File: src/design/gpiolk_pkg.sv
// Package: register select codes, access kinds, lock key phases and reset constants
`timescale 1ns / 1ps
`default_nettype none

package gpiolk_pkg;

   // register select codes on the bus
   typedef enum logic [2:0] {
      SEL_CFG_LOW    = 3'd0,
      SEL_CFG_HIGH   = 3'd1,
      SEL_INPUT      = 3'd2,
      SEL_OUTPUT     = 3'd3,
      SEL_SET_RESET  = 3'd4,
      SEL_RESET_ONLY = 3'd5,
      SEL_LOCK       = 3'd6
   } sel_type;

   // access kind
   localparam logic MODE_READ  = 1'b0;
   localparam logic MODE_WRITE = 1'b1;

   // lock key sequence phases
   typedef enum logic [1:0] {
      KEY_IDLE     = 2'd0,
      KEY_FIRST    = 2'd1,
      KEY_SECOND   = 2'd2,
      KEY_ARMED    = 2'd3
   } key_phase_type;

   localparam int unsigned PORT_WIDTH  = 16;
   localparam int unsigned WORD_WIDTH  = 32;
   localparam int unsigned NIBBLE_BITS = 4;
   localparam int unsigned KEY_BIT_POS = 16;

   localparam logic [WORD_WIDTH-1:0]  CFG_RESET     = 32'h4444_4444;
   localparam logic [NIBBLE_BITS-1:0] NIBBLE_UNUSED = 4'h4;

endpackage

`default_nettype wire

File: src/design/gpiolk_ifs.sv
// Interfaces: request and response channels of the port register block
`timescale 1ns / 1ps
`default_nettype none

interface gpiolk_req_if;
   logic        valid;
   logic        ready;
   logic        mode;
   logic [2:0]  reg_select;
   logic [31:0] write_data;
   logic [15:0] pins_in;

   modport source (output valid, output mode, output reg_select,
                   output write_data, output pins_in, input ready);
   modport sink   (input valid, input mode, input reg_select,
                   input write_data, input pins_in, output ready);
endinterface

interface gpiolk_rsp_if;
   logic        valid;
   logic        ready;
   logic [31:0] read_data;
   logic [15:0] pins_out;
   logic        lock_active;

   modport source (output valid, output read_data, output pins_out,
                   output lock_active, input ready);
   modport sink   (input valid, input read_data, input pins_out,
                   input lock_active, output ready);
endinterface

`default_nettype wire

File: src/design/gpio_port_with_lock_sequence_core.sv
// Top level: 16-pin port register block with configuration lock key sequence
//
// One request is one bus access: read or write of cfg_low, cfg_high, input,
// output, set_reset, reset_only or lock, plus the sampled pin levels. Each
// request gives exactly one response with the read data (zero on writes),
// the output latch after the access and the lock key after the access.
// Channels are valid/ready; a transfer happens when both are high.
// A request is registered in the input register, processed into the response
// register, and can be taken by the receiver from there.
// Throughput: one request per cycle while the receiver takes responses; the
// input register and the response register each hold one item, and the state
// update is combinational mask and merge logic.
// When the receiver stalls, the response register holds its item, the input
// register fills, and req_bus.ready drops until the response is taken.
// Reset (synchronous, active high) empties both registers, sets both config
// words to 0x44444444, clears the latch, lock bits and key, and returns the
// lock sequence to idle. The key is sticky until reset.
`timescale 1ns / 1ps
`default_nettype none

module gpio_port_with_lock_sequence_core
   import gpiolk_pkg::*;
#(
   parameter int unsigned PIN_COUNT = 16
) (
   input  wire          clock,
   input  wire          reset,
   gpiolk_req_if.sink   req_bus,
   gpiolk_rsp_if.source rsp_bus
);

   localparam logic [PORT_WIDTH-1:0] PinMask =
      PORT_WIDTH'((33'd1 << PIN_COUNT) - 33'd1);

   // input register
   logic                  in_valid_ff;
   logic                  in_mode_ff;
   sel_type               in_sel_ff;
   logic [WORD_WIDTH-1:0] in_data_ff;
   logic [PORT_WIDTH-1:0] in_pins_ff;

   // port state
   logic [WORD_WIDTH-1:0] cfg_low_ff, cfg_low_in;
   logic [WORD_WIDTH-1:0] cfg_high_ff, cfg_high_in;
   logic [PORT_WIDTH-1:0] latch_ff, latch_in;
   logic [PORT_WIDTH-1:0] lock_bits_ff, lock_bits_in;
   logic                  key_ff, key_in;
   key_phase_type         phase_ff, phase_in;

   // response register
   logic                  out_valid_ff, out_valid_in;
   logic [WORD_WIDTH-1:0] out_rdata_ff, rdata_in;

   logic                  advance;
   logic [PORT_WIDTH-1:0] lock_wbits;
   logic                  lock_wkey;

   // merge a written config word with the held one, nibble by nibble
   function automatic logic [WORD_WIDTH-1:0] merge_cfg(
      input logic [WORD_WIDTH-1:0] old_word,
      input logic [WORD_WIDTH-1:0] new_word,
      input int unsigned           first_pin,
      input logic                  key,
      input logic [PORT_WIDTH-1:0] lbits
   );
      logic [WORD_WIDTH-1:0] res;
      int unsigned           pin;
      res = '0;
      for (int unsigned n = 0; n < 8; n++) begin
         pin = first_pin + n;
         if (pin >= PIN_COUNT) begin
            res[n*NIBBLE_BITS +: NIBBLE_BITS] = NIBBLE_UNUSED;
         end else if (key && lbits[pin[3:0]]) begin
            res[n*NIBBLE_BITS +: NIBBLE_BITS] = old_word[n*NIBBLE_BITS +: NIBBLE_BITS];
         end else begin
            res[n*NIBBLE_BITS +: NIBBLE_BITS] = new_word[n*NIBBLE_BITS +: NIBBLE_BITS];
         end
      end
      return res;
   endfunction

   // handshake: input register moves on when the response slot frees
   assign advance       = in_valid_ff && (!out_valid_ff || rsp_bus.ready);
   assign req_bus.ready = !in_valid_ff || advance;

   // input register
   always_ff @(posedge clock) begin
      if (reset) begin
         in_valid_ff <= 1'b0;
      end else if (req_bus.ready) begin
         in_valid_ff <= req_bus.valid;
      end
      if (req_bus.valid && req_bus.ready) begin
         in_mode_ff <= req_bus.mode;
         in_sel_ff  <= sel_type'(req_bus.reg_select);
         in_data_ff <= req_bus.write_data;
         in_pins_ff <= req_bus.pins_in;
      end
   end

   assign lock_wbits = in_data_ff[PORT_WIDTH-1:0] & PinMask;
   assign lock_wkey  = in_data_ff[KEY_BIT_POS];

   // access decode, state update and lock key sequence
   always_comb begin
      cfg_low_in   = cfg_low_ff;
      cfg_high_in  = cfg_high_ff;
      latch_in     = latch_ff;
      lock_bits_in = lock_bits_ff;
      key_in       = key_ff;
      phase_in     = phase_ff;
      rdata_in     = '0;
      if (in_mode_ff == MODE_READ) begin
         case (in_sel_ff)
            SEL_CFG_LOW:  rdata_in = cfg_low_ff;
            SEL_CFG_HIGH: rdata_in = cfg_high_ff;
            SEL_INPUT:    rdata_in = {16'd0, in_pins_ff & PinMask};
            SEL_OUTPUT:   rdata_in = {16'd0, latch_ff};
            SEL_LOCK: begin
               rdata_in = {15'd0, key_ff, lock_bits_ff};
               if (!key_ff) begin
                  if (phase_ff == KEY_ARMED) begin
                     key_in = 1'b1;
                  end
                  phase_in = KEY_IDLE;
               end
            end
            default:      rdata_in = '0;
         endcase
      end else begin
         case (in_sel_ff)
            SEL_CFG_LOW:
               cfg_low_in = merge_cfg(cfg_low_ff, in_data_ff, 0, key_ff, lock_bits_ff);
            SEL_CFG_HIGH:
               cfg_high_in = merge_cfg(cfg_high_ff, in_data_ff, 8, key_ff, lock_bits_ff);
            SEL_OUTPUT:
               latch_in = in_data_ff[PORT_WIDTH-1:0] & PinMask;
            SEL_SET_RESET:
               latch_in = ((latch_ff & ~in_data_ff[WORD_WIDTH-1:PORT_WIDTH])
                          | in_data_ff[PORT_WIDTH-1:0]) & PinMask;
            SEL_RESET_ONLY:
               latch_in = latch_ff & ~in_data_ff[PORT_WIDTH-1:0] & PinMask;
            SEL_LOCK: begin
               if (!key_ff) begin
                  lock_bits_in = lock_wbits;
                  if (phase_ff == KEY_FIRST && !lock_wkey && lock_wbits == lock_bits_ff) begin
                     phase_in = KEY_SECOND;
                  end else if (phase_ff == KEY_SECOND && lock_wkey
                               && lock_wbits == lock_bits_ff) begin
                     phase_in = KEY_ARMED;
                  end else if (lock_wkey) begin
                     phase_in = KEY_FIRST;
                  end else begin
                     phase_in = KEY_IDLE;
                  end
               end
            end
            default: ;
         endcase
      end
   end

   // state registers
   always_ff @(posedge clock) begin
      if (reset) begin
         cfg_low_ff   <= CFG_RESET;
         cfg_high_ff  <= CFG_RESET;
         latch_ff     <= '0;
         lock_bits_ff <= '0;
         key_ff       <= 1'b0;
         phase_ff     <= KEY_IDLE;
      end else if (advance) begin
         cfg_low_ff   <= cfg_low_in;
         cfg_high_ff  <= cfg_high_in;
         latch_ff     <= latch_in;
         lock_bits_ff <= lock_bits_in;
         key_ff       <= key_in;
         phase_ff     <= phase_in;
      end
   end

   // response register
   always_comb begin
      if (advance) begin
         out_valid_in = 1'b1;
      end else if (rsp_bus.ready) begin
         out_valid_in = 1'b0;
      end else begin
         out_valid_in = out_valid_ff;
      end
   end

   always_ff @(posedge clock) begin
      if (reset) begin
         out_valid_ff <= 1'b0;
      end else begin
         out_valid_ff <= out_valid_in;
      end
      if (advance) begin
         out_rdata_ff <= rdata_in;
      end
   end

   // latch and key after the access equal the updated state registers
   assign rsp_bus.valid       = out_valid_ff;
   assign rsp_bus.read_data   = out_rdata_ff;
   assign rsp_bus.pins_out    = latch_ff;
   assign rsp_bus.lock_active = key_ff;

`ifndef SYNTHESIS
   // the key stays set until reset
   a_key_sticky: assert property (@(posedge clock) disable iff (reset)
      key_ff |=> key_ff)
      else $error("lock key cleared without reset");

   // lock bits are frozen once the key is set
   a_lock_frozen: assert property (@(posedge clock) disable iff (reset)
      key_ff |=> $stable(lock_bits_ff))
      else $error("lock bits changed while key set");

   // unimplemented pins never drive or lock
   a_unused_pins: assert property (@(posedge clock) disable iff (reset)
      ((latch_ff | lock_bits_ff) & ~PinMask) == '0)
      else $error("unimplemented pin bit set");

   // state only moves when a request is processed
   a_state_hold: assert property (@(posedge clock) disable iff (reset)
      !advance |=> $stable(latch_ff) && $stable(phase_ff))
      else $error("state changed without a request");
`endif

endmodule

`default_nettype wire
File: src/flat_wrapper.sv
// flat-port wrapper written by rule: the top's interface ports become plain ports
module gpio_port_with_lock_sequence_core_flat import gpiolk_pkg::*;
#(
   parameter int unsigned PIN_COUNT = 16
)
  (clock, reset, req_bus_valid, req_bus_mode, req_bus_reg_select, req_bus_write_data, req_bus_pins_in, req_bus_ready, rsp_bus_valid, rsp_bus_read_data, rsp_bus_pins_out, rsp_bus_lock_active, rsp_bus_ready);
  gpiolk_req_if req_bus_i ();
  gpiolk_rsp_if rsp_bus_i ();
  input  wire clock;
  input  wire reset;
  input wire logic [$bits(req_bus_i.valid)-1:0] req_bus_valid;
  input wire logic [$bits(req_bus_i.mode)-1:0] req_bus_mode;
  input wire logic [$bits(req_bus_i.reg_select)-1:0] req_bus_reg_select;
  input wire logic [$bits(req_bus_i.write_data)-1:0] req_bus_write_data;
  input wire logic [$bits(req_bus_i.pins_in)-1:0] req_bus_pins_in;
  output wire logic [$bits(req_bus_i.ready)-1:0] req_bus_ready;
  output wire logic [$bits(rsp_bus_i.valid)-1:0] rsp_bus_valid;
  output wire logic [$bits(rsp_bus_i.read_data)-1:0] rsp_bus_read_data;
  output wire logic [$bits(rsp_bus_i.pins_out)-1:0] rsp_bus_pins_out;
  output wire logic [$bits(rsp_bus_i.lock_active)-1:0] rsp_bus_lock_active;
  input wire logic [$bits(rsp_bus_i.ready)-1:0] rsp_bus_ready;
  assign req_bus_i.valid = req_bus_valid;
  assign req_bus_i.mode = req_bus_mode;
  assign req_bus_i.reg_select = req_bus_reg_select;
  assign req_bus_i.write_data = req_bus_write_data;
  assign req_bus_i.pins_in = req_bus_pins_in;
  assign req_bus_ready = req_bus_i.ready;
  assign rsp_bus_valid = rsp_bus_i.valid;
  assign rsp_bus_read_data = rsp_bus_i.read_data;
  assign rsp_bus_pins_out = rsp_bus_i.pins_out;
  assign rsp_bus_lock_active = rsp_bus_i.lock_active;
  assign rsp_bus_i.ready = rsp_bus_ready;
  gpio_port_with_lock_sequence_core #(.PIN_COUNT(PIN_COUNT)) u_core (.clock(clock), .reset(reset), .req_bus(req_bus_i), .rsp_bus(rsp_bus_i));
endmodule
File: config.mk
export PLATFORM = sky130hd
export DESIGN_NAME = gpio_port_with_lock_sequence_core_flat
export DESIGN_NICKNAME = d
export VERILOG_FILES = /design/src/design/gpiolk_pkg.sv /design/src/design/gpiolk_ifs.sv /design/src/design/gpio_port_with_lock_sequence_core.sv /design/src/flat_wrapper.sv
export SDC_FILE = /design/constraint.sdc
export NUM_CORES = 1
export LEC_CHECK = 0
export ABC_AREA = 1
export BUFFER_PORTS_ARGS = -buffer_cell sky130_fd_sc_hd__clkbuf_2
export CAP_MARGIN = 5
export CELL_PAD_IN_SITES_DETAIL_PLACEMENT = 0
export CELL_PAD_IN_SITES_GLOBAL_PLACEMENT = 1
export CORE_MARGIN = 10
export CORE_UTILIZATION = 39
export CTS_CLUSTER_SIZE = 25
export DETAILED_ROUTE_END_ITERATION = 8
export GPL_TIMING_DRIVEN = 0
export PLACE_DENSITY_LB_ADDON = 0.2
export SETUP_SLACK_MARGIN = 0.2
export SLEW_MARGIN = 40
export SYNTH_ARGS = -nofsm -noshare
export SYNTH_HDL_FRONTEND = slang
export SYNTH_SLANG_ARGS = --single-unit
File: constraint.sdc
create_clock -name clock -period 3.2 [get_ports clock]
set_clock_uncertainty 0.2 [all_clocks]
set_input_delay 0.64 -clock clock [delete_from_list [all_inputs] [get_ports clock]]
set_output_delay 0.64 -clock clock [all_outputs]
set_load 0.01 [all_outputs]
# Word level (Yosys, flattened, before mapping)
# Index checks and enable logic that the tools add are counted.
dict set report word_totals {
  input_bits 56
  regBits 185
}
dict set report op_classes {
  muxes 14
  reduce_logical 50
  n_eq_ne 10
  n_bitwise 23
}
# cell n
set op_table {}
lappend op_table {{32-bit case mux with 5 select lines} 1}
lappend op_table {{4-bit AND reduction} 17}
lappend op_table {{16-bit case mux with 3 select lines} 1}
lappend op_table {{16-bit AND} 2}
lappend op_table {{16-bit inverter} 2}
lappend op_table {{1-bit logical AND} 22}
lappend op_table {{1-bit inverter} 18}
lappend op_table {{16-bit equality test} 1}
lappend op_table {{16-bit bitwise OR} 1}
lappend op_table {{2-bit 2-to-1 mux} 7}
lappend op_table {{3-bit equality test (second input constant)} 3}
lappend op_table {{3-bit AND reduction} 3}
lappend op_table {{3-bit by 2-bit equality test with 1-bit output (second input constant)} 2}
lappend op_table {{1-bit 2-to-1 mux} 5}
lappend op_table {{2-bit equality test (second input constant)} 2}
lappend op_table {{3-bit by 1-bit equality test with 1-bit output (second input constant)} 1}
lappend op_table {{1-bit logical NOT} 3}
lappend op_table {{3-bit logical NOT} 1}
lappend op_table {{3-bit nonzero test} 1}
lappend op_table {{2-bit by 1-bit equality test with 1-bit output (second input constant)} 1}
lappend op_table {{1-bit logical OR} 2}
lappend op_table {{2-bit nonzero test} 1}

# Depth between registers and ports, before layout
dict set report depth {
  ltp_word 8
  depth_mapped 9
  depth_no_buf 8
}

# Least setup slack after synthesis
# OpenSTA, ideal clock, no wires.
dict set report synth_timing {
  kind {input port to flip-flop}
  startpoint {input port rsp_bus_ready}
  endpoint {register u_core.latch_ff[10] (netlist: u_core.rsp_bus.pins_out[10])}
  stages 8
  setup_ns 0.132
  required_ns 2.868
  n_path_buf 1
  path_slack_ns 0.093
  arrival_ns 2.774
  path_cell_list {inv_1 a21oi_2 nand2_1 a21oi_2 inv_2 clkbuf_1 nand2_1 a21oi_1}
}
dict set report synth_via {
  elab_chain_cells 3
}
# item line
set synth_rtl {}
lappend synth_rtl {{start: declaration} flat_wrapper.sv:21} ;# input wire logic [$bits(rsp_bus_i.ready)-1:0] rsp_bus_ready;
lappend synth_rtl {{1-bit logical OR} gpio_port_with_lock_sequence_core.sv:83} ;# assign advance = in_valid_ff && (!out_valid_ff || rsp_bus.ready);
lappend synth_rtl {{1-bit logical AND} gpio_port_with_lock_sequence_core.sv:83}
lappend synth_rtl {{via u_core.advance} gpio_port_with_lock_sequence_core.sv:54} ;# logic advance;
lappend synth_rtl {{3-bit AND reduction (no source line)} n/a}
lappend synth_rtl {{end signal: assignment} gpio_port_with_lock_sequence_core.sv:175} ;# latch_ff <= latch_in;
lappend synth_rtl {{end: declaration} gpio_port_with_lock_sequence_core.sv:45} ;# logic [PORT_WIDTH-1:0] latch_ff, latch_in;
# The timed path passes the listed nets, and every way through them passes these cells.
# A chain may end at the register's enable or synchronous reset.

# Worst setup path in the final report
dict set report layout_timing {
  startpoint {register u_core.in_sel_ff[1]}
  endpoint {register u_core.out_rdata_ff[8] (netlist: u_core.rsp_bus.read_data[8]) (data pin)}
}
dict set report layout_via {
  elab_chain_cells 2
}
# item line
set layout_rtl {}
lappend layout_rtl {{start: declaration} gpio_port_with_lock_sequence_core.sv:38} ;# sel_type in_sel_ff;
lappend layout_rtl {{start signal: assignment} gpio_port_with_lock_sequence_core.sv:95} ;# in_sel_ff <= sel_type'(req_bus.reg_select);
lappend layout_rtl {{3-bit equality test, or another cell as far along} gpio_port_with_lock_sequence_core.sv:114} ;# case (in_sel_ff)
lappend layout_rtl {{32-bit case mux with 5 select lines (*)} gpio_port_with_lock_sequence_core.sv:114}
lappend layout_rtl {{end signal: assignment} gpio_port_with_lock_sequence_core.sv:200} ;# out_rdata_ff <= rdata_in;
lappend layout_rtl {{end: declaration} gpio_port_with_lock_sequence_core.sv:52} ;# logic [WORD_WIDTH-1:0] out_rdata_ff, rdata_in;
# Mark *: on every way between the ends. The rest lies on a longest branch, timed or not.

==> results.yml <==
status:
  status: "finished, final reports clean"
global_route:
  grt_usage: 0.188
  grt_overflow: 0
  grtUsageMet3: 0.0368
  grt_first_pass_wirelength_mm: 37.1
  use_met2: 0.301
  grt_pass1_vias: 6392
  grt_use_met1: 0.250
  grt_max_degree: 37
  grt-busiest-layer: "met2"
  antenna_found_initial: 0
routing:
  via_count: 6530
  viasPerCell: 5.02
  firstDrtPassIters: 5
  avgRoutedWirePerCell_um: 18.4
  drtIter0Drc: 500
  drc_errors: 0
  drtAntennaViolNets: 0
  drt_wl_total_mm: 24.0
synth:
  syn_area_mm2: 0.00766
  yosysSeqAreaShare: 0.594
  yosysWarnings: 0
  synth-seq-cells: 185
  synthesis.instances: 895
  ys_types: 23
  avgSynthCellArea_um2: 8.55
  synth_nets: 951
clocking:
  clk_latency_ps: 440
  post-cts-setup-buffers: 0
  tritoncts: "built"
  cts_buffers: 17
  holdBufCountCts: 0
  path_clk_slew_ps: 70
  clkSinkCount: 185
  clk_path_buf_depth: 2
  h-tree-depth: 4
  cts_resized: 0
  root_buffer: "clkbuf_16"
power_and_ir_drop:
  vdd_ir_drop_max_v: 0.000349
  combPwrFrac: 0.068
  swShare: 0.242
  pwr-share-seq: 0.523
  total_leakage_power_nw: 3.52
  switching_power_mw: 1.20
  pwr_density_cell_mw_per_mm2: 545
  p_clk_frac: 0.409
  total_power_mw: 4.98
  p_int_mw: 3.78
finish:
  layout_common_cells: "230 x nand2_1, 116 x nor2_1, 107 x clkbuf_2"
  final_common_cell: "nand2_1"
  fin_area_mm2: 0.00915
  areaGrowthSynthToFinish_pct: 19.5
  fin_nets: 1079
  diodes: 0
  drive_gt1_frac: 0.150
  nFillCells: 1998
sta:
  max_slew_margin: 0.429
  hold_viol: 0
  rsz0062_at_grt: "no"
  finalSetupViolCount: 0
  worst_slew_pin_slew_ps: 856
  max_freq_ghz: 0.366
  fin_crit_sh: 0.853
  min_period_ps: 2730
  drv_slew: 0
  setup_tns_ps: 0
placed_design:
  gp_congestion: 0.884
  hpwl_mm: 17.5
  port_buffers: 106
  placed_cell_area_mm2: 0.00859
worst_setup_path:
  crit_type: "register to register"
  crit_arrival_ps: 2780
  worstSetupEndpointType: "register"
  critPathLaunchType: "register"
  cp_max_fo: 10
  crit_required_ps: 3250
die:
  dieArea_mm2: 0.0256
  die_w_um: 160
  core_area_mm2: 0.0194
  placementRows: 51
  die-height_um: 160
  ios: 107
  start_util: 0.395
min_path:
  hp-class: "input port to register"
flow_run:
  maxCapViolCount: 0
-- synth_stat cells --
master	n	area, um^2
nor2_1	116	435
o22ai_1	4	25.0
nor2_2	4	25.0
inv_2	4	15.0
dfxtp_1	101	2020
nand4_1	1	6.26
nand2_1	230	863
buf_2	4	20.0
clkbuf_1	29	109
nand3_1	30	150
o21ai_1	19	95.1
a31oi_1	7	43.8
o211ai_1	24	180
nor3_2	2	20.0
a21oi_1	74	370
a211oi_1	4	30.0
inv_1	64	240
clkinv_1	8	30.0
o21ai_0	77	385
edfxtp_1	84	2520
clkbuf_2	1	5.00
a22oi_1	6	45.0
a21oi_2	2	17.5
-- per-stage QoR --
stage / cells / hold slack [ps] / util / setup slack (ps)
finish: 1301 / 176 / 0.472 / 469
detailed placement: 1269 / 260 / 0.443 / 218
CTS: 1301 / 167 / 0.472 / 442
global route: 1301 / 162 / 0.472 / 296
floorplan: 895 / 242 / - / 551
global placement: 1266 / 253 / 0.439 / -436
-- critical path: stages, from the launching register on --
cell and delay [ps]:
edfxtp_1 350, buf_2 160, nor3_2 630, clkbuf_1 660, nand2_1 100, nand2_1 150, a21oi_1 50, a31oi_1 230
-- power by group through the flow --
| stage | logic (mW) | registers, mW | clock network (mW) |
|---|---|---|---|
| after CTS | 0.344 | 2.60 | 2.06 |
| after floorplan | 0.178 | 2.65 | 0 |
| final | 0.341 | 2.61 | 2.04 |
| after detailed placement | 0.343 | 2.66 | 0 |
| after global placement | 0.329 | 2.66 | 0 |
| after global routing | 0.382 | 2.61 | 2.17 |
-- worst paths after layout --
path	slack (ps)	cells after the start	startpoint	end
hold reg to reg	270	2	u_core.cfg_high_ff[26]$_SDFFE_PP1P_	u_core.cfg_high_ff[26]$_SDFFE_PP1P_
hold / removal	180	1	req_bus_write_data[30]	u_core.in_data_ff[30]$_DFFE_PP_
setup reg to reg	470	7	u_core.in_sel_ff[1]$_DFFE_PP_	u_core.rsp_bus.read_data[8]$_SDFFCE_PP0P_
setup / recovery	470	7	u_core.in_sel_ff[1]$_DFFE_PP_	u_core.rsp_bus.read_data[8]$_SDFFCE_PP0P_
-- flip-flops by register name, indices dropped and copies added (netlist names) --
signal	cells
u_core.cfg_high_ff	32
u_core.cfg_low_ff	32
u_core.in_data_ff	32
u_core.rsp_bus.read_data	32
u_core.in_pins_ff	16
u_core.lock_bits_ff	16
u_core.rsp_bus.pins_out	16
u_core.in_sel_ff	3
u_core.phase_ff	2
u_core.in_mode_ff	1
u_core.in_valid_ff	1
u_core.rsp_bus.lock_active	1
u_core.rsp_bus.valid	1
-- area by class of cell --
type,instances,area [um^2],share of cell area
clock buffer,23,468,0.0511
sequential,185,4540,0.497
multi-input combinational,600,2700,0.295
clock inverter,9,92.6,0.0101
buffer,34,134,0.0146
inverter,76,288,0.0314
timing repair buffer,109,593,0.0648
tap,265,332,0.0362
-- kinds of logic after synthesis --
kind of cell    count (synthesis)  share of synthesized area
compound gates                217                      0.156
flops                         185                      0.594
buf+inv                       110                     0.0547
simple gates                  383                      0.196
-- layer usage --
layer | wire (um) | part of all wire
met3 | 1450 | 0.061
met4 | 472 | 0.020
met5 | 0 | 0
met2 | 11200 | 0.47
met1 | 10900 | 0.45
(Power assumes the default switching activity.)
